[src/sv/brc_pkg.sv]
`timescale 1ns / 1ps
// ----------------------------------------------------------------------------
// brc_pkg
// Types, constants and state encodings shared by the request checker.
// ----------------------------------------------------------------------------
package brc_pkg;
  localparam int PROCS = 16;
  localparam int RESOURCES = 4;
  localparam int PW = $clog2(PROCS);
  localparam int RW = (RESOURCES > 1) ? $clog2(RESOURCES) : 1;
  localparam int AW = PW + RW;
  localparam int DEPTH = PROCS * RESOURCES;
  localparam logic [11:0] WORK_MAX = 12'd4095;

  typedef enum logic [1:0] {
    CMD_WR_ALLOC = 2'd0,
    CMD_WR_MAX   = 2'd1,
    CMD_WR_AVAIL = 2'd2,
    CMD_REQUEST  = 2'd3
  } cmd_t;

  typedef enum logic [2:0] {
    ST_GRANTED  = 3'd0,
    ST_EXCEEDS  = 3'd1,
    ST_WAIT     = 3'd2,
    ST_UNSAFE   = 3'd3,
    ST_INVALID  = 3'd4,
    ST_WR_DONE  = 3'd5
  } status_t;

  typedef enum logic [3:0] {
    S_IDLE,
    S_CHK_RD,
    S_CHK,
    S_APPLY_RD,
    S_APPLY,
    S_PROC_START,
    S_PROC_RD,
    S_PROC_CMP,
    S_PROC_ADD_RD,
    S_PROC_ADD,
    S_PASS_END,
    S_ROLLBACK_RD,
    S_ROLLBACK,
    S_DONE
  } fsm_t;

  localparam logic [0:0] ADDR_PROCS = 1'b0;
  localparam logic [0:0] ADDR_RES   = 1'b1;
endpackage

[src/sv/brc_if.sv]
`timescale 1ns / 1ps
// ----------------------------------------------------------------------------
// brc_in_if / brc_out_if
// Valid/ready channels for commands and results.
// ----------------------------------------------------------------------------
interface brc_in_if;
  logic       valid;
  logic       ready;
  logic [1:0] command;
  logic [3:0] process_id;
  logic [1:0] resource_id;
  logic [7:0] write_value;
  logic [7:0] req_0;
  logic [7:0] req_1;
  logic [7:0] req_2;
  logic [7:0] req_3;
  modport source(output valid, command, process_id, resource_id, write_value,
                 req_0, req_1, req_2, req_3, input ready);
  modport sink(input valid, command, process_id, resource_id, write_value,
               req_0, req_1, req_2, req_3, output ready);
  modport monitor(input valid, ready, command, process_id, resource_id,
                  write_value, req_0, req_1, req_2, req_3);
endinterface

interface brc_out_if;
  logic       valid;
  logic       ready;
  logic [2:0] status;
  logic [3:0] process_echo;
  modport source(output valid, status, process_echo, input ready);
  modport sink(input valid, status, process_echo, output ready);
  modport monitor(input valid, ready, status, process_echo);
endinterface

[src/sv/brc_ram.sv]
`timescale 1ns / 1ps
// ----------------------------------------------------------------------------
// brc_ram
// Single-port synchronous RAM with registered read.
// ----------------------------------------------------------------------------
module brc_ram #(
  parameter int WIDTH = 8,
  parameter int DEPTH = 64
) (
  input  logic                     clk,
  input  logic                     we,
  input  logic [$clog2(DEPTH)-1:0] addr,
  input  logic [WIDTH-1:0]         wdata,
  output logic [WIDTH-1:0]         rdata
);
  logic [WIDTH-1:0] mem [DEPTH];

  always_ff @(posedge clk) begin
    if (we) begin
      mem[addr] <= wdata;
    end
    rdata <= mem[addr];
  end
endmodule

[src/sv/bankers_request_check.sv]
`timescale 1ns / 1ps
// ----------------------------------------------------------------------------
// bankers_request_check
// Banker's algorithm request checker with table state held in RAM.
// ----------------------------------------------------------------------------
// Commands arrive on the in_ channel and each produces exactly one result on
// the out_ channel, with status and the echoed process id. A write command
// or a command for a process not in use goes straight to S_DONE, which
// registers its result in the output register. A request reads the process
// row, checks need and availability per resource, applies the grant when
// both checks pass, runs the safety check and rolls the grant back if the
// state is unsafe. The check reads each process row through the allocation
// and maximum RAMs, and at most PROCS+1 passes run. One command is handled
// at a time.
// After reset a clearing pass writes zero into all PROCS*RESOURCES entries of
// both RAMs, one a cycle, while no command is accepted. A result waits in
// the output register while the receiver stalls; no new command is taken
// until it has been transferred. The cfg_ port holds processes_in_use at
// byte address 0 and resources_in_use at byte address 4.
// ----------------------------------------------------------------------------
module bankers_request_check (
  input  logic        clk,
  input  logic        rst_n,
  brc_in_if.sink      in_ch,
  brc_out_if.source   out_ch,
  input  logic        cfg_psel,
  input  logic        cfg_penable,
  input  logic        cfg_pwrite,
  input  logic [2:0]  cfg_paddr,
  input  logic [31:0] cfg_pwdata,
  output logic [31:0] cfg_prdata,
  output logic        cfg_pready
);
  localparam int PW = brc_pkg::PW;
  localparam int RW = brc_pkg::RW;
  localparam int AW = brc_pkg::AW;
  localparam int RES = brc_pkg::RESOURCES;

  logic [4:0] procs_cfg_r;
  logic [2:0] res_cfg_r;

  assign cfg_pready = 1'b1;
  always_ff @(posedge clk) begin
    if (!rst_n) begin
      procs_cfg_r <= 5'd16;
      res_cfg_r   <= 3'd4;
    end else if (cfg_psel && cfg_penable && cfg_pwrite) begin
      if (cfg_paddr[2] == brc_pkg::ADDR_PROCS && cfg_paddr[1:0] == 2'd0) begin
        procs_cfg_r <= cfg_pwdata[4:0];
      end else if (cfg_paddr[2] == brc_pkg::ADDR_RES && cfg_paddr[1:0] == 2'd0) begin
        res_cfg_r <= cfg_pwdata[2:0];
      end
    end
  end
  always_comb begin
    cfg_prdata = 32'd0;
    if (cfg_paddr[2] == brc_pkg::ADDR_PROCS) cfg_prdata[4:0] = procs_cfg_r;
    else cfg_prdata[2:0] = res_cfg_r;
  end

  // Effective counts, saturated into 1..PROCS and 1..RESOURCES.
  logic [PW:0] n_eff;
  logic [RW:0] m_eff;
  always_comb begin
    if (procs_cfg_r == 5'd0) n_eff = (PW+1)'(1);
    else if (32'(procs_cfg_r) > brc_pkg::PROCS) n_eff = (PW+1)'(brc_pkg::PROCS);
    else n_eff = (PW+1)'(procs_cfg_r);
    if (res_cfg_r == 3'd0) m_eff = (RW+1)'(1);
    else if (32'(res_cfg_r) > RES) m_eff = (RW+1)'(RES);
    else m_eff = (RW+1)'(res_cfg_r);
  end

  brc_pkg::fsm_t state_r, state_nxt;

  logic [1:0]  cmd_r;
  logic [3:0]  pid_r;
  logic [1:0]  rid_r;
  logic [7:0]  val_r;
  logic [7:0]  req_r [RES];
  logic [7:0]  avail_r [RES];
  logic [11:0] work_r [RES];
  logic [brc_pkg::PROCS-1:0] fin_r;
  logic [RW-1:0] ridx_r;
  logic [PW-1:0] pidx_r;
  logic [PW:0]   done_r;
  logic          progress_r;
  logic          fits_r;
  logic          clr_r;
  logic [AW:0]   clr_cnt_r;
  logic          ovalid_r;
  logic [2:0]    ostatus_r;
  logic [3:0]    oecho_r;

  // RAM ports.
  logic          a_we, m_we;
  logic [AW-1:0] ram_addr;
  logic [7:0]    a_wdata, m_wdata, a_rdata, m_rdata;

  brc_ram #(.WIDTH(8), .DEPTH(brc_pkg::DEPTH)) u_alloc (
    .clk(clk), .we(a_we), .addr(ram_addr), .wdata(a_wdata), .rdata(a_rdata));
  brc_ram #(.WIDTH(8), .DEPTH(brc_pkg::DEPTH)) u_max (
    .clk(clk), .we(m_we), .addr(ram_addr), .wdata(m_wdata), .rdata(m_rdata));

  logic in_xfer;
  assign in_ch.ready = (state_r == brc_pkg::S_IDLE) && !clr_r && !ovalid_r;
  assign in_xfer = in_ch.valid && in_ch.ready;

  assign out_ch.valid = ovalid_r;
  assign out_ch.status = ostatus_r;
  assign out_ch.process_echo = oecho_r;

  logic last_idx;
  logic [PW:0] pidx_ext;
  logic [RW:0] ridx_ext;
  assign ridx_ext = {1'b0, ridx_r};
  assign pidx_ext = {1'b0, pidx_r};
  assign last_idx = (ridx_ext + (RW+1)'(1)) == m_eff;

  logic signed [9:0] need_s;
  logic [7:0] req_cur, avail_cur;
  logic [11:0] work_cur;
  logic [12:0] work_sum;
  assign req_cur   = req_r[ridx_r];
  assign avail_cur = avail_r[ridx_r];
  assign work_cur  = work_r[ridx_r];
  assign need_s    = $signed({2'b00, m_rdata}) - $signed({2'b00, a_rdata});
  assign work_sum  = {1'b0, work_cur} + 13'(a_rdata);

  always_comb begin
    state_nxt = state_r;
    unique case (state_r)
      brc_pkg::S_IDLE: begin
        if (in_xfer) begin
          if (in_ch.command == brc_pkg::CMD_REQUEST &&
              {1'b0, in_ch.process_id} < 5'(n_eff)) state_nxt = brc_pkg::S_CHK_RD;
          else state_nxt = brc_pkg::S_DONE;
        end
      end
      brc_pkg::S_CHK_RD:  state_nxt = brc_pkg::S_CHK;
      brc_pkg::S_CHK: begin
        if (last_idx) state_nxt = brc_pkg::S_APPLY_RD;
        else state_nxt = brc_pkg::S_CHK_RD;
      end
      brc_pkg::S_APPLY_RD: begin
        if (ostatus_r != brc_pkg::ST_GRANTED || fits_r) state_nxt = brc_pkg::S_DONE;
        else state_nxt = brc_pkg::S_APPLY;
      end
      brc_pkg::S_APPLY: begin
        if (last_idx) state_nxt = brc_pkg::S_PROC_START;
        else state_nxt = brc_pkg::S_APPLY_RD;
      end
      brc_pkg::S_PROC_START: begin
        if (fin_r[pidx_r]) state_nxt = brc_pkg::S_PASS_END;
        else state_nxt = brc_pkg::S_PROC_RD;
      end
      brc_pkg::S_PROC_RD: state_nxt = brc_pkg::S_PROC_CMP;
      brc_pkg::S_PROC_CMP: begin
        if (need_s > $signed({1'b0, 1'b0, work_cur[7:0]}) && work_cur[11:8] == 4'd0)
          state_nxt = brc_pkg::S_PASS_END;
        else if (last_idx) state_nxt = brc_pkg::S_PROC_ADD_RD;
        else state_nxt = brc_pkg::S_PROC_RD;
      end
      brc_pkg::S_PROC_ADD_RD: state_nxt = brc_pkg::S_PROC_ADD;
      brc_pkg::S_PROC_ADD: begin
        if (last_idx) state_nxt = brc_pkg::S_PASS_END;
        else state_nxt = brc_pkg::S_PROC_ADD_RD;
      end
      brc_pkg::S_PASS_END: begin
        if (pidx_ext + (PW+1)'(1) < n_eff) state_nxt = brc_pkg::S_PROC_START;
        else if (progress_r) state_nxt = brc_pkg::S_PROC_START;
        else if (done_r == n_eff) state_nxt = brc_pkg::S_DONE;
        else state_nxt = brc_pkg::S_ROLLBACK_RD;
      end
      brc_pkg::S_ROLLBACK_RD: state_nxt = brc_pkg::S_ROLLBACK;
      brc_pkg::S_ROLLBACK: begin
        if (last_idx) state_nxt = brc_pkg::S_DONE;
        else state_nxt = brc_pkg::S_ROLLBACK_RD;
      end
      brc_pkg::S_DONE: state_nxt = brc_pkg::S_IDLE;
      default: state_nxt = brc_pkg::S_IDLE;
    endcase
  end

  // RAM address and write control.
  logic [PW-1:0] row;
  always_comb begin
    a_we = 1'b0;
    m_we = 1'b0;
    a_wdata = 8'd0;
    m_wdata = 8'd0;
    row = pid_r[PW-1:0];
    if (state_r == brc_pkg::S_PROC_START || state_r == brc_pkg::S_PROC_RD ||
        state_r == brc_pkg::S_PROC_CMP || state_r == brc_pkg::S_PROC_ADD_RD ||
        state_r == brc_pkg::S_PROC_ADD)
      row = pidx_r;
    ram_addr = {row, ridx_r};
    if (clr_r) begin
      ram_addr = clr_cnt_r[AW-1:0];
      a_we = 1'b1;
      m_we = 1'b1;
    end else begin
      unique case (state_r)
        brc_pkg::S_DONE: begin
          ram_addr = {pid_r[PW-1:0], rid_r[RW-1:0]};
          if (ostatus_r == brc_pkg::ST_WR_DONE && {1'b0, rid_r} < 3'(m_eff) &&
              cmd_r != brc_pkg::CMD_WR_AVAIL && cmd_r != brc_pkg::CMD_REQUEST) begin
            a_we = (cmd_r == brc_pkg::CMD_WR_ALLOC);
            m_we = (cmd_r == brc_pkg::CMD_WR_MAX);
            a_wdata = val_r;
            m_wdata = val_r;
          end
        end
        brc_pkg::S_APPLY: begin
          a_we = 1'b1;
          a_wdata = a_rdata + req_cur;
        end
        brc_pkg::S_ROLLBACK: begin
          a_we = 1'b1;
          a_wdata = a_rdata - req_cur;
        end
        default: begin
        end
      endcase
    end
  end

  always_ff @(posedge clk) begin
    if (!rst_n) begin
      state_r    <= brc_pkg::S_IDLE;
      clr_r      <= 1'b1;
      clr_cnt_r  <= '0;
      ovalid_r   <= 1'b0;
      fin_r      <= '0;
      ridx_r     <= '0;
      pidx_r     <= '0;
      done_r     <= '0;
      progress_r <= 1'b0;
      fits_r     <= 1'b0;
      for (int i = 0; i < RES; i++) begin
        avail_r[i] <= 8'd0;
        work_r[i]  <= 12'd0;
      end
    end else begin
      state_r <= state_nxt;
      if (clr_r) begin
        clr_cnt_r <= clr_cnt_r + (AW+1)'(1);
        if (clr_cnt_r == (AW+1)'(brc_pkg::DEPTH - 1)) clr_r <= 1'b0;
      end
      if (out_ch.valid && out_ch.ready) ovalid_r <= 1'b0;
      unique case (state_r)
        brc_pkg::S_IDLE: begin
          if (in_xfer) begin
            cmd_r  <= in_ch.command;
            pid_r  <= in_ch.process_id;
            rid_r  <= in_ch.resource_id;
            val_r  <= in_ch.write_value;
            req_r[0] <= in_ch.req_0;
            if (RES > 1) req_r[1 % RES] <= in_ch.req_1;
            if (RES > 2) req_r[2 % RES] <= in_ch.req_2;
            if (RES > 3) req_r[3 % RES] <= in_ch.req_3;
            oecho_r <= in_ch.process_id;
            ridx_r  <= '0;
            if (in_ch.command == brc_pkg::CMD_WR_AVAIL) begin
              ostatus_r <= brc_pkg::ST_WR_DONE;
              if ({1'b0, in_ch.resource_id} < 3'(m_eff))
                avail_r[in_ch.resource_id[RW-1:0]] <= in_ch.write_value;
            end else if ({1'b0, in_ch.process_id} >= 5'(n_eff)) begin
              ostatus_r <= brc_pkg::ST_INVALID;
            end else if (in_ch.command == brc_pkg::CMD_REQUEST) begin
              ostatus_r <= brc_pkg::ST_GRANTED;
            end else begin
              ostatus_r <= brc_pkg::ST_WR_DONE;
            end
          end
        end
        brc_pkg::S_CHK: begin
          if (ostatus_r == brc_pkg::ST_GRANTED &&
              $signed({2'b00, req_cur}) > need_s) ostatus_r <= brc_pkg::ST_EXCEEDS;
          else if (ostatus_r == brc_pkg::ST_GRANTED && req_cur > avail_cur)
            fits_r <= 1'b1;
          if (last_idx) ridx_r <= '0;
          else ridx_r <= ridx_r + RW'(1);
        end
        brc_pkg::S_CHK_RD: begin
          if (ridx_r == '0) fits_r <= 1'b0;
        end
        brc_pkg::S_APPLY_RD: begin
          // Need failures win over wait, so wait is resolved here.
          if (ostatus_r == brc_pkg::ST_GRANTED && fits_r) ostatus_r <= brc_pkg::ST_WAIT;
        end
        brc_pkg::S_APPLY: begin
          avail_r[ridx_r] <= avail_cur - req_cur;
          if (last_idx) begin
            ridx_r <= '0;
            pidx_r <= '0;
            fin_r <= '0;
            done_r <= '0;
            progress_r <= 1'b0;
            for (int i = 0; i < RES; i++) begin
              work_r[i] <= (i < int'(m_eff)) ?
                12'((i == int'(ridx_r)) ? (avail_cur - req_cur) : avail_r[i]) : 12'd0;
            end
          end else begin
            ridx_r <= ridx_r + RW'(1);
          end
        end
        brc_pkg::S_PROC_START: ridx_r <= '0;
        brc_pkg::S_PROC_CMP: begin
          if (need_s > $signed({2'b00, work_cur[7:0]}) && work_cur[11:8] == 4'd0)
            ridx_r <= '0;
          else if (last_idx) ridx_r <= '0;
          else ridx_r <= ridx_r + RW'(1);
        end
        brc_pkg::S_PROC_ADD: begin
          work_r[ridx_r] <= (work_sum > 13'(brc_pkg::WORK_MAX)) ?
                            brc_pkg::WORK_MAX : work_sum[11:0];
          if (last_idx) begin
            ridx_r <= '0;
            fin_r[pidx_r] <= 1'b1;
            done_r <= done_r + (PW+1)'(1);
            progress_r <= 1'b1;
          end else begin
            ridx_r <= ridx_r + RW'(1);
          end
        end
        brc_pkg::S_PASS_END: begin
          ridx_r <= '0;
          if (pidx_ext + (PW+1)'(1) < n_eff) begin
            pidx_r <= pidx_r + PW'(1);
          end else begin
            pidx_r <= '0;
            progress_r <= 1'b0;
            if (!progress_r && done_r != n_eff) ostatus_r <= brc_pkg::ST_UNSAFE;
          end
        end
        brc_pkg::S_ROLLBACK: begin
          avail_r[ridx_r] <= avail_cur + req_cur;
          if (last_idx) ridx_r <= '0;
          else ridx_r <= ridx_r + RW'(1);
        end
        brc_pkg::S_DONE: ovalid_r <= 1'b1;
        default: begin
        end
      endcase
    end
  end
endmodule
[src/flat_wrapper.sv]
// flat-port wrapper written by rule: the top's interface ports become plain ports
module bankers_request_check_flat 
  (clk, rst_n, cfg_psel, cfg_penable, cfg_pwrite, cfg_paddr, cfg_pwdata, cfg_prdata, cfg_pready, in_ch_valid, in_ch_command, in_ch_process_id, in_ch_resource_id, in_ch_write_value, in_ch_req_0, in_ch_req_1, in_ch_req_2, in_ch_req_3, in_ch_ready, out_ch_valid, out_ch_status, out_ch_process_echo, out_ch_ready);
  brc_in_if in_ch_i ();
  brc_out_if out_ch_i ();
  input  logic clk;
  input  logic rst_n;
  input  logic cfg_psel;
  input  logic cfg_penable;
  input  logic cfg_pwrite;
  input  logic [2:0] cfg_paddr;
  input  logic [31:0] cfg_pwdata;
  output logic [31:0] cfg_prdata;
  output logic cfg_pready;
  input wire logic [$bits(in_ch_i.valid)-1:0] in_ch_valid;
  input wire logic [$bits(in_ch_i.command)-1:0] in_ch_command;
  input wire logic [$bits(in_ch_i.process_id)-1:0] in_ch_process_id;
  input wire logic [$bits(in_ch_i.resource_id)-1:0] in_ch_resource_id;
  input wire logic [$bits(in_ch_i.write_value)-1:0] in_ch_write_value;
  input wire logic [$bits(in_ch_i.req_0)-1:0] in_ch_req_0;
  input wire logic [$bits(in_ch_i.req_1)-1:0] in_ch_req_1;
  input wire logic [$bits(in_ch_i.req_2)-1:0] in_ch_req_2;
  input wire logic [$bits(in_ch_i.req_3)-1:0] in_ch_req_3;
  output wire logic [$bits(in_ch_i.ready)-1:0] in_ch_ready;
  output wire logic [$bits(out_ch_i.valid)-1:0] out_ch_valid;
  output wire logic [$bits(out_ch_i.status)-1:0] out_ch_status;
  output wire logic [$bits(out_ch_i.process_echo)-1:0] out_ch_process_echo;
  input wire logic [$bits(out_ch_i.ready)-1:0] out_ch_ready;
  assign in_ch_i.valid = in_ch_valid;
  assign in_ch_i.command = in_ch_command;
  assign in_ch_i.process_id = in_ch_process_id;
  assign in_ch_i.resource_id = in_ch_resource_id;
  assign in_ch_i.write_value = in_ch_write_value;
  assign in_ch_i.req_0 = in_ch_req_0;
  assign in_ch_i.req_1 = in_ch_req_1;
  assign in_ch_i.req_2 = in_ch_req_2;
  assign in_ch_i.req_3 = in_ch_req_3;
  assign in_ch_ready = in_ch_i.ready;
  assign out_ch_valid = out_ch_i.valid;
  assign out_ch_status = out_ch_i.status;
  assign out_ch_process_echo = out_ch_i.process_echo;
  assign out_ch_i.ready = out_ch_ready;
  bankers_request_check u_core (.clk(clk), .rst_n(rst_n), .in_ch(in_ch_i), .out_ch(out_ch_i), .cfg_psel(cfg_psel), .cfg_penable(cfg_penable), .cfg_pwrite(cfg_pwrite), .cfg_paddr(cfg_paddr), .cfg_pwdata(cfg_pwdata), .cfg_prdata(cfg_prdata), .cfg_pready(cfg_pready));
endmodule
[config.mk]
export PLATFORM = sky130hd
export DESIGN_NAME = bankers_request_check_flat
export DESIGN_NICKNAME = d
export VERILOG_FILES = /design/src/sv/brc_pkg.sv /design/src/sv/brc_if.sv /design/src/sv/brc_ram.sv /design/src/sv/bankers_request_check.sv /design/src/flat_wrapper.sv
export SDC_FILE = /design/constraint.sdc
export NUM_CORES = 1
export LEC_CHECK = 0
export BUFFER_PORTS_ARGS = -buffer_cell sky130_fd_sc_hd__clkbuf_2
export CAP_MARGIN = 25
export CORE_MARGIN = 4
export CORE_UTILIZATION = 25
export CTS_CLUSTER_SIZE = 25
export DETAILED_ROUTE_END_ITERATION = 16
export GPL_ROUTABILITY_DRIVEN = 1
export PLACE_DENSITY = 0.39
export SLEW_MARGIN = 20
export SYNTH_ARGS = -nofsm -noshare
export SYNTH_HDL_FRONTEND = slang
export SYNTH_SLANG_ARGS = --single-unit
[constraint.sdc]
create_clock -name clk -period 6.4 [get_ports clk]
set_input_delay 0.64 -clock clk [delete_from_list [all_inputs] [get_ports clk]]
set_output_delay 0.64 -clock clk [all_outputs]
set_load 0.03 [all_outputs]
### Word level (Yosys, flattened, before mapping)

Memory sizes are Yosys's and may differ from the RTL's. A register that Yosys moved wholly into a read port is not among the register bits.
Index checks and enable logic that the tools add are counted.

* ROM bits: 0
* RAM bits: 1136
* register bits after elaboration: 69
* memories: 5
* word-level logic and storage cells: 283
* output and inout port bits: 42
* input bits: 90
* latch bits: 0

* add/subtract/negate cells: 13
* multiply operators: 0
* divide/modulo/power cells: 0
* muxes and demuxes: 129
* shifts and indexed selects: 0
* equal/unequal tests: 36
* reductions and logical operators: 58
* bitwise logic cells: 8
* order comparisons: 17

Memories
* u_core.u_alloc.mem: words 64, width 8, read ports 1, clocked after memory_dff 1, write ports 1, line brc_ram.sv:16 `logic [WIDTH-1:0] mem [DEPTH];`
* u_core.u_max.mem: words 64, width 8, read ports 1, clocked after memory_dff 1, write ports 1, line brc_ram.sv:16
* u_core.work_r: words 4, width 12, read ports 1, clocked after memory_dff 1, write ports 4, line bankers_request_check.sv:81 `logic [11:0] work_r [RES];`
* u_core.avail_r: words 4, width 8, read ports 5, clocked after memory_dff 1, write ports 4, line bankers_request_check.sv:80 `logic [7:0] avail_r [RES];`
* u_core.req_r: words 4, width 8, read ports 1, clocked after memory_dff 1, write ports 4, line bankers_request_check.sv:79 `logic [7:0] req_r [RES];`

Operators by type and width (number)
* $mux 12: 14
* $mux 8: 7
* $pmux 4 s13: 1
* $mux 1: 48
* $mux 4: 11
* $mux 3: 14
* $mux 16: 2
* $pmux 16 s2: 1
* $mux 2: 15
* $eq 4x4->1 const B: 6
* $pmux 8 s3: 1
* $mux 5: 4
* $logic_and 1x1->1: 18
* $sub 8x8->9: 2
* $add 8x8->8: 2
* $eq 4x3->1 const B: 4
* $ne 2x1->1 const B: 8
* $or 16x16->16: 1
* $reduce_or 8->1: 2
* $sub 8x8->8: 2
* $add 12x8->13: 1
* $gt 13x12->1 const B: 1
* $mux 6: 2
* $pmux 3 s4: 1
* 56 further kinds: 93

### Logic depth before layout (Yosys ltp)

Gate-level depths: netlist (run 1).

* depth in word-level cells: 13
* mapped depth: 18
* depth with buffers taken out: 18

### By module

From an unflattened synthesis (run 1), not the netlist that was laid out.

* cell total of the unflattened synthesis: 3476
* area, all modules: 52500.4 sq um

By module, submodules not included
* brc_ram at u_core.u_alloc: sequential area each 15534.9 sq um, area each 20473.4 sq um, cells each 1177, instances 1
* brc_ram at u_core.u_max: sequential area each 15534.9 sq um, area each 20449.6 sq um, cells each 1171, instances 1
* bankers_request_check: sequential area each 4974.8 sq um, area each 11577.4 sq um, cells each 1128, instances 1

### Worst setup path after synthesis (run 1)

OpenSTA, ideal clock, no wires.

* path kind: flip-flop to flip-flop
* start point: register with a tool-made name
* end point: memory u_core.u_alloc.mem[0][7], data pin
* period minus slack after synthesis: 5.166 ns
* buffers on the path: 1
* stages on the path, launching flop included: 14
* arrival time: 4.636 ns
* slack: 1.234 ns
* cells stage by stage: dfxtp_1 > buf_2 > mux4_2 > inv_1 > ha_1 > mux2i_1 > ha_1 > a21o_1 > a21o_1 > a21o_1 > a21o_1 > a31oi_1 > xnor2_1 > o21bai_1

RTL lines (line)
* end, declared: brc_ram.sv:16

==> impl_metrics.toml, run 1 <==
[critical_path]
worst-r2r-cell-count = 13
crit_arrival_ns = 5.26
crit_chain = "mux4_2 -> inv_1 -> ha_1 -> mux2i_1 -> ha_1 -> a21o_1 -> a21o_1 -> a21o_1 -> a21o_1 -> a31oi_1 -> xnor2_1 -> o21bai_4 -> buf_4"
worst_path_most_repeated_cell = "a21o_1"
cp.required_ns = 6.95
worst_path_largest_cell_delay_ns = 0.77
end_kind = "register"
cp_max_fo = 38
regToRegSetupSlack_ns = 1.68
crit_path_start_kind = "register"
worst_path_max_delay_cell = "o21bai_4"
path_class = "register to register"

[die]
die-area_mm2 = 0.205
coreArea_mm2 = 0.196
boundaryPins = 132
placementRows = 162
start_util_pct = 25.2
die_h_um = 452
fp.dieW_um = 452

[worst_hold_path]
min_path_type = "input port to register"
min_path_cells = 1

[timing]
holdWs_ns = 0.0798
period_share_pct = 73.7
report.final.slew_viol_count = 0
slew_headroom_pct = 29.1
worst_pin_slew_ns = 1.05
rsz0062_at_grt = "false"
skew_ns = 0.0307
fin_tns_setup_ns = 0
setup_viol = 0
hold_violations = 0
period_needed_ns = 4.72
fmax_mhz = 212

[pwr]
finalPower_uw = 19200
static-leakage-power_uw = 0.0183
vdd_drop_max_mv = 0.269
power.density_mw_per_mm2 = 335

[drt]
firstDrtPassIters = 5
antenna_left = 0
wl_per_cell_um = 25.5
vias = 29200
drt_iter0_drc = 2480
wl_met3_mm = 7.52
post-route-drc-count = 0
viasPerCell = 4.81
met2_length_mm = 71.9
finalWirelength_mm = 155
highest_layer = "met4"
wl_met1_mm = 72.5

[clocking]
cts_tree = "done"
clkLatencyLatePin_ns = 0.76
cts_buffers = 137
cts-root-buf = "clkbuf_16"
cts.htree.levels = 4
path_clk_slew_ns = 0.05
clock_sinks = 1223
clk_path_buf_depth = 3

[synthesis]
ys_seq_area_share_pct = 73.0
syn_inst = 3218
synth_edf_count = 1155
ys_types = 86
avgSynthCellArea_um2 = 15.3
ys_seq_elements = 1223
async_flop_share_pct = 0
synth_ff_type = "edfxtp_1"
yosys_warnings = 0
synthesis.area_mm2 = 0.0494

[place]
gp_congestion = 0.771
dp_cells = 5812
place_hpwl_mm = 92.5
portBuffers = 76

[run_status]
status = "complete, no violations"

[global_route]
track_usage_pct = 14.7
antenna_found_initial = 5
grt_max_degree = 80
grt_pass1_wl_mm = 220
grt_pass1_vias = 29100
grt_overflow_total = 0

[finish]
stdcell_count = 6072
n_fill_cell = 19600
nets = 3514
area_delta_synth_final_pct = 16.2
final_layout_size_suffix_gt1_share_pct = 13.0
utilization_pct = 29.3

[run]
maxCapViolations = 0
## Yosys cell counts, types with 27 or more instances
library cell	n	share of area, %
a22oi_1	552	8.4
nand4_1	116	1.5
inv_1	80	0.61
a31oi_1	39	0.49
nand3_1	27	0.27
xnor2_1	31	0.55
mux4_2	33	1.5
nand2_1	109	0.83
buf_2	110	1.1
nor2_1	242	1.8
ha_1	74	1.9
clkbuf_1	64	0.49
a21oi_1	112	1.1
edfxtp_1	1155	70
o21ai_0	63	0.64
dfxtp_1	68	2.8
buf_4	29	0.44
## per-layer routing
layer,GRT usage (%),vias up
met4,3.33,0
met1,21.2,15100
met5,0,-
met3,2.29,174
li1,-,13100
met2,23.4,794
## layout make-up
cell class | instances | area, um2 | share of cell area (%)
sequential | 1223 | 36000 | 62.8
clock inverter | 70 | 591 | 1.03
timing repair buffer | 176 | 1330 | 2.32
tap | 2624 | 3280 | 5.72
multi-input combinational | 1725 | 12200 | 21.2
antenna | 1 | 2.50 | 0.00436
clock buffer | 171 | 3620 | 6.31
inverter | 82 | 308 | 0.537
## placed cells by master, fill, tap and decap left out, types with 63 or more instances in the layout
| master | count |
|---|---|
| o21ai_0 | 63 |
| a21oi_1 | 112 |
| nand4_1 | 116 |
| clkbuf_16 | 138 |
| clkbuf_2 | 76 |
| inv_1 | 80 |
| nand2_1 | 109 |
| buf_4 | 73 |
| a22oi_1 | 552 |
| ha_1 | 74 |
| nor2_1 | 241 |
| edfxtp_1 | 1155 |
| dfxtp_1 | 67 |
## power by group
part,switching (uW),total [uW],internal (uW)
logic,1760,2720,966
registers,121,8920,8800
clock network,3230,7550,4330
## what timing repair did
item,in CTS,in global routing
hold buffers,12,0
endpoints found under the hold margin,12,0
resized for setup,0,0
buffers inserted,0,0
## worst paths after layout
kind | startpoint | endpoint
setup / recovery | register | u_core.u_alloc.mem[41][7]
hold / removal | in_ch_req_3[6] | u_core.req_r[3][6]
setup reg to reg | register | u_core.u_alloc.mem[41][7]
hold reg to reg | u_core.fin_r[9] | u_core.fin_r[9]
## logic make-up (layout without fill, tap and decap cells)
logic type,Yosys count,after routing,synth area share [%]
AO/OA/AOI/OAI,897,897,13.0
multiplexers,59,59,2.04
other,2,29,0.0152
buffers and inverters,296,499,2.81
XOR/XNOR,46,46,0.816
adder cells (fa/ha/maj),79,79,2.08
AND/OR/NAND/NOR,616,616,6.18
flip-flops,1223,1223,73.0
## worst max-delay path, delay by kind of cell (launching register included)
kind,cells,cell delay [ns]
buffers and inverters,2,0.67
DFF,1,0.52
muxes,2,0.91
xor gates and xnor gates,1,0.14
adders and majority gates,2,0.55
AOI/OAI and AO/OA,6,1.70
## state kept, by name, summed over array words and instances, names as in the netlist, 16 cells and up, named ones only
signal              flops
u_core.avail_r         32
u_core.fin_r           16
u_core.req_r           32
u_core.u_alloc.mem    512
u_core.u_max.mem      512
u_core.work_r          48
## stage by stage
stage | cell area, um2 | setup slack (ns)
after floorplan | 49500 | 1.23
after global placement | 52900 | 1.70
after detailed placement | 53000 | 1.66
after CTS | 57300 | 1.64
after global routing | 57400 | 1.37
final | 57400 | 1.68
(Power assumes the default switching activity.)
==> run 2, diff against run 1 <==
==> constraint.sdc (replaced) <==
create_clock -name clk -period 4.61 [get_ports clk]
set_input_delay 0.461 -clock clk [delete_from_list [all_inputs] [get_ports clk]]
set_output_delay 0.461 -clock clk [all_outputs]
set_load 0.03 [all_outputs]
==> run 2 against run 1 <==
  * Global-route usage up 0.32 points
  * First-iteration DRC count down 0.56%
  * Critical endpoint is now u_core.work_r[2][3]
  * Register-to-register slack worse by 1.3 ns
  * Clock power up 39%
  * Sequential cell count unchanged
  * Setup slack worse by 1.3 ns
  * Clock skew up 0.0022 ns
  * Die area unchanged
  * Count of clock-buffer cells in the layout up 15
  * Highest routed layer unchanged
==> impl_metrics.toml, run 2 (synthesis gave the netlist of run 1 again) <==
[timing]
rsz0062_at_grt = "false"
period_needed_ns = 4.21
hold_violations = 0
slew_headroom_pct = 29.8
period_share_pct = 91.4
skew_ns = 0.0329
worst_pin_slew_ns = 1.04
finalWorstSetupSlack_ns = 0.398
fmax_mhz = 237
report.final.slew_viol_count = 0
setup_viol = 0
fin_tns_setup_ns = 0

[run_status]
status = "complete, no violations"

[worst_hold_path]
min_path_type = "input port to register"
whs_endpoint = "u_core.res_cfg_r[2]"
min_from = "rst_n"
min_path_cells = 3

[place]
portBuffers = 76
gp_congestion = 0.793
place_hpwl_mm = 99.0
dp_slack_ns = 0.400

[drt]
wl_per_cell_um = 25.0
post-route-drc-count = 0
drt_iter0_drc = 2466
viasPerCell = 4.74
antenna_left = 0
finalWirelength_mm = 157
vias = 29800
firstDrtPassIters = 5

[die]
die-area_mm2 = 0.205
fp.dieW_um = 452
start_util_pct = 25.2
die_h_um = 452
coreArea_mm2 = 0.196
placementRows = 162
boundaryPins = 132

[clocking]
post_cts.repair.setup_buffers = 0
clk_path_buf_depth = 3
cts.htree.levels = 4
post_cts_resized = 0
cts_buffers = 139
clock_sinks = 1223
cts_tree = "done"
cts-root-buf = "clkbuf_16"
clkLatencyLatePin_ns = 0.76
path_clk_slew_ns = 0.06

[global_route]
antenna_found_initial = 3
grt_overflow_total = 0
grt_max_degree = 65
grt_pass1_vias = 29800
grt_pass1_wl_mm = 225
track_usage_pct = 15.1

[pwr]
finalPower_uw = 26800
static-leakage-power_uw = 0.0195
vdd_drop_max_mv = 0.360
power.density_mw_per_mm2 = 451

[finish]
nets = 3743
layout_common_cells = "edfxtp_1 (1155), a22oi_1 (552), nor2_1 (241)"
final_common_cell = "edfxtp_1"
area_delta_synth_final_pct = 20.4
multi_input_area_mm2 = 0.0122
n_fill_cell = 19500
final_layout_size_suffix_gt1_share_pct = 17.1
reg_top3 = "u_core.u_alloc.mem (512), u_core.u_max.mem (512), u_core.work_r (48)"
regArea_mm2 = 0.0360

[critical_path]
cp_max_fo = 11
regToRegSetupSlack_ns = 0.40
worst-r2r-cell-count = 12
crit_arrival_ns = 4.68
crit_chain = "buf_4 -> mux4_2 -> ha_1 -> fa_1 -> a21o_1 -> a21oi_1 -> nor2b_1 -> o21a_1 -> o211ai_1 -> nor2_1 -> o21ai_0 -> a31oi_1"
worst_path_largest_cell_delay_ns = 0.56
crit_buf_inv = 1
worst_path_max_delay_cell = "dfxtp_2"
end_kind = "register"
reg2reg_to = "u_core.work_r[2][3]"
crit_path_start_kind = "register"
crit_family = "compound AO/OA/AOI/OAI gates"
path_class = "register to register"
cp.required_ns = 5.08

[run]
maxCapViolations = 0
[run 2: cell types whose count changed in the layout (fill, tap and decap cells not counted), sizes merged]
cell and delta:
buf +184, bufinv -3, clkbuf +16, clkinv -8
clkinvlp -2, dlygate4sd3 +42, inv -2
[run 2: per-stage QoR]
step	area [um2]	std cells	hold WS (ns)	utilization [%]
2_1_floorplan	49500	3244	0.431	-
3_3_place_gp	54600	6002	0.447	27.9
4_1_cts	59400	6297	0.0759	30.4
5_1_grt	59400	6298	0.106	30.4
3_5_place_dp	54600	6002	0.455	27.9
6_report	59400	6299	0.142	30.4
[run 2: final cells by class]
| cell class | instances | area share, % |
|---|---|---|
| clock inverters | 55 | 0.731 |
| flip-flops and latches | 1223 | 60.6 |
| multi-input cells | 1725 | 20.5 |
| clock buffers | 186 | 6.39 |
| well taps | 2624 | 5.52 |
| inverters | 82 | 0.518 |
| repair buffers | 403 | 5.67 |
| diodes | 1 | 0.00421 |
[run 2: worst max-delay path by stage]
stage                     cells after the start              endpoint  slack, ns     start
after floorplan                              14  u_core.work_r[1][11]       0.24  register
after global placement                       14   u_core.work_r[1][9]       0.42  register
after detailed placement                     12   u_core.work_r[2][3]       0.40  register
after CTS                                    12   u_core.work_r[2][3]       0.39  register
after global routing                         12   u_core.work_r[2][3]       0.09  register
final                                        12   u_core.work_r[2][3]       0.40  register
[run 2: per-layer routing]
layer	wire [um]	share of wire, %	global-route usage, %	vias up
met1	74400	47	21.6	15400
met5	0	0	0	-
met2	73500	47	23.9	728
met3	6990	4.4	2.47	153
met4	2540	1.6	3.21	0
li1	-	-	-	13600
[run 2: power breakdown]
group	internal (uW)	switching, uW	total [uW]
combinational	1470	2480	3950
clock	6050	4410	10500
sequential	12200	160	12400
[run 2: worst reg2reg max path, delay by kind of cell (launching register included)]
| family | cells | cell delay [ns] |
|---|---|---|
| fa+ha+maj | 2 | 0.70 |
| compound gates | 6 | 1.58 |
| simple gates | 2 | 0.33 |
| flops | 1 | 0.56 |
| buf+inv | 1 | 0.21 |
| mux | 1 | 0.53 |
[run 2: timing repair]
item	in CTS	in global routing
setup endpoints to repair	0	0
hold endpoints to repair	57	0
hold buffers	54	0
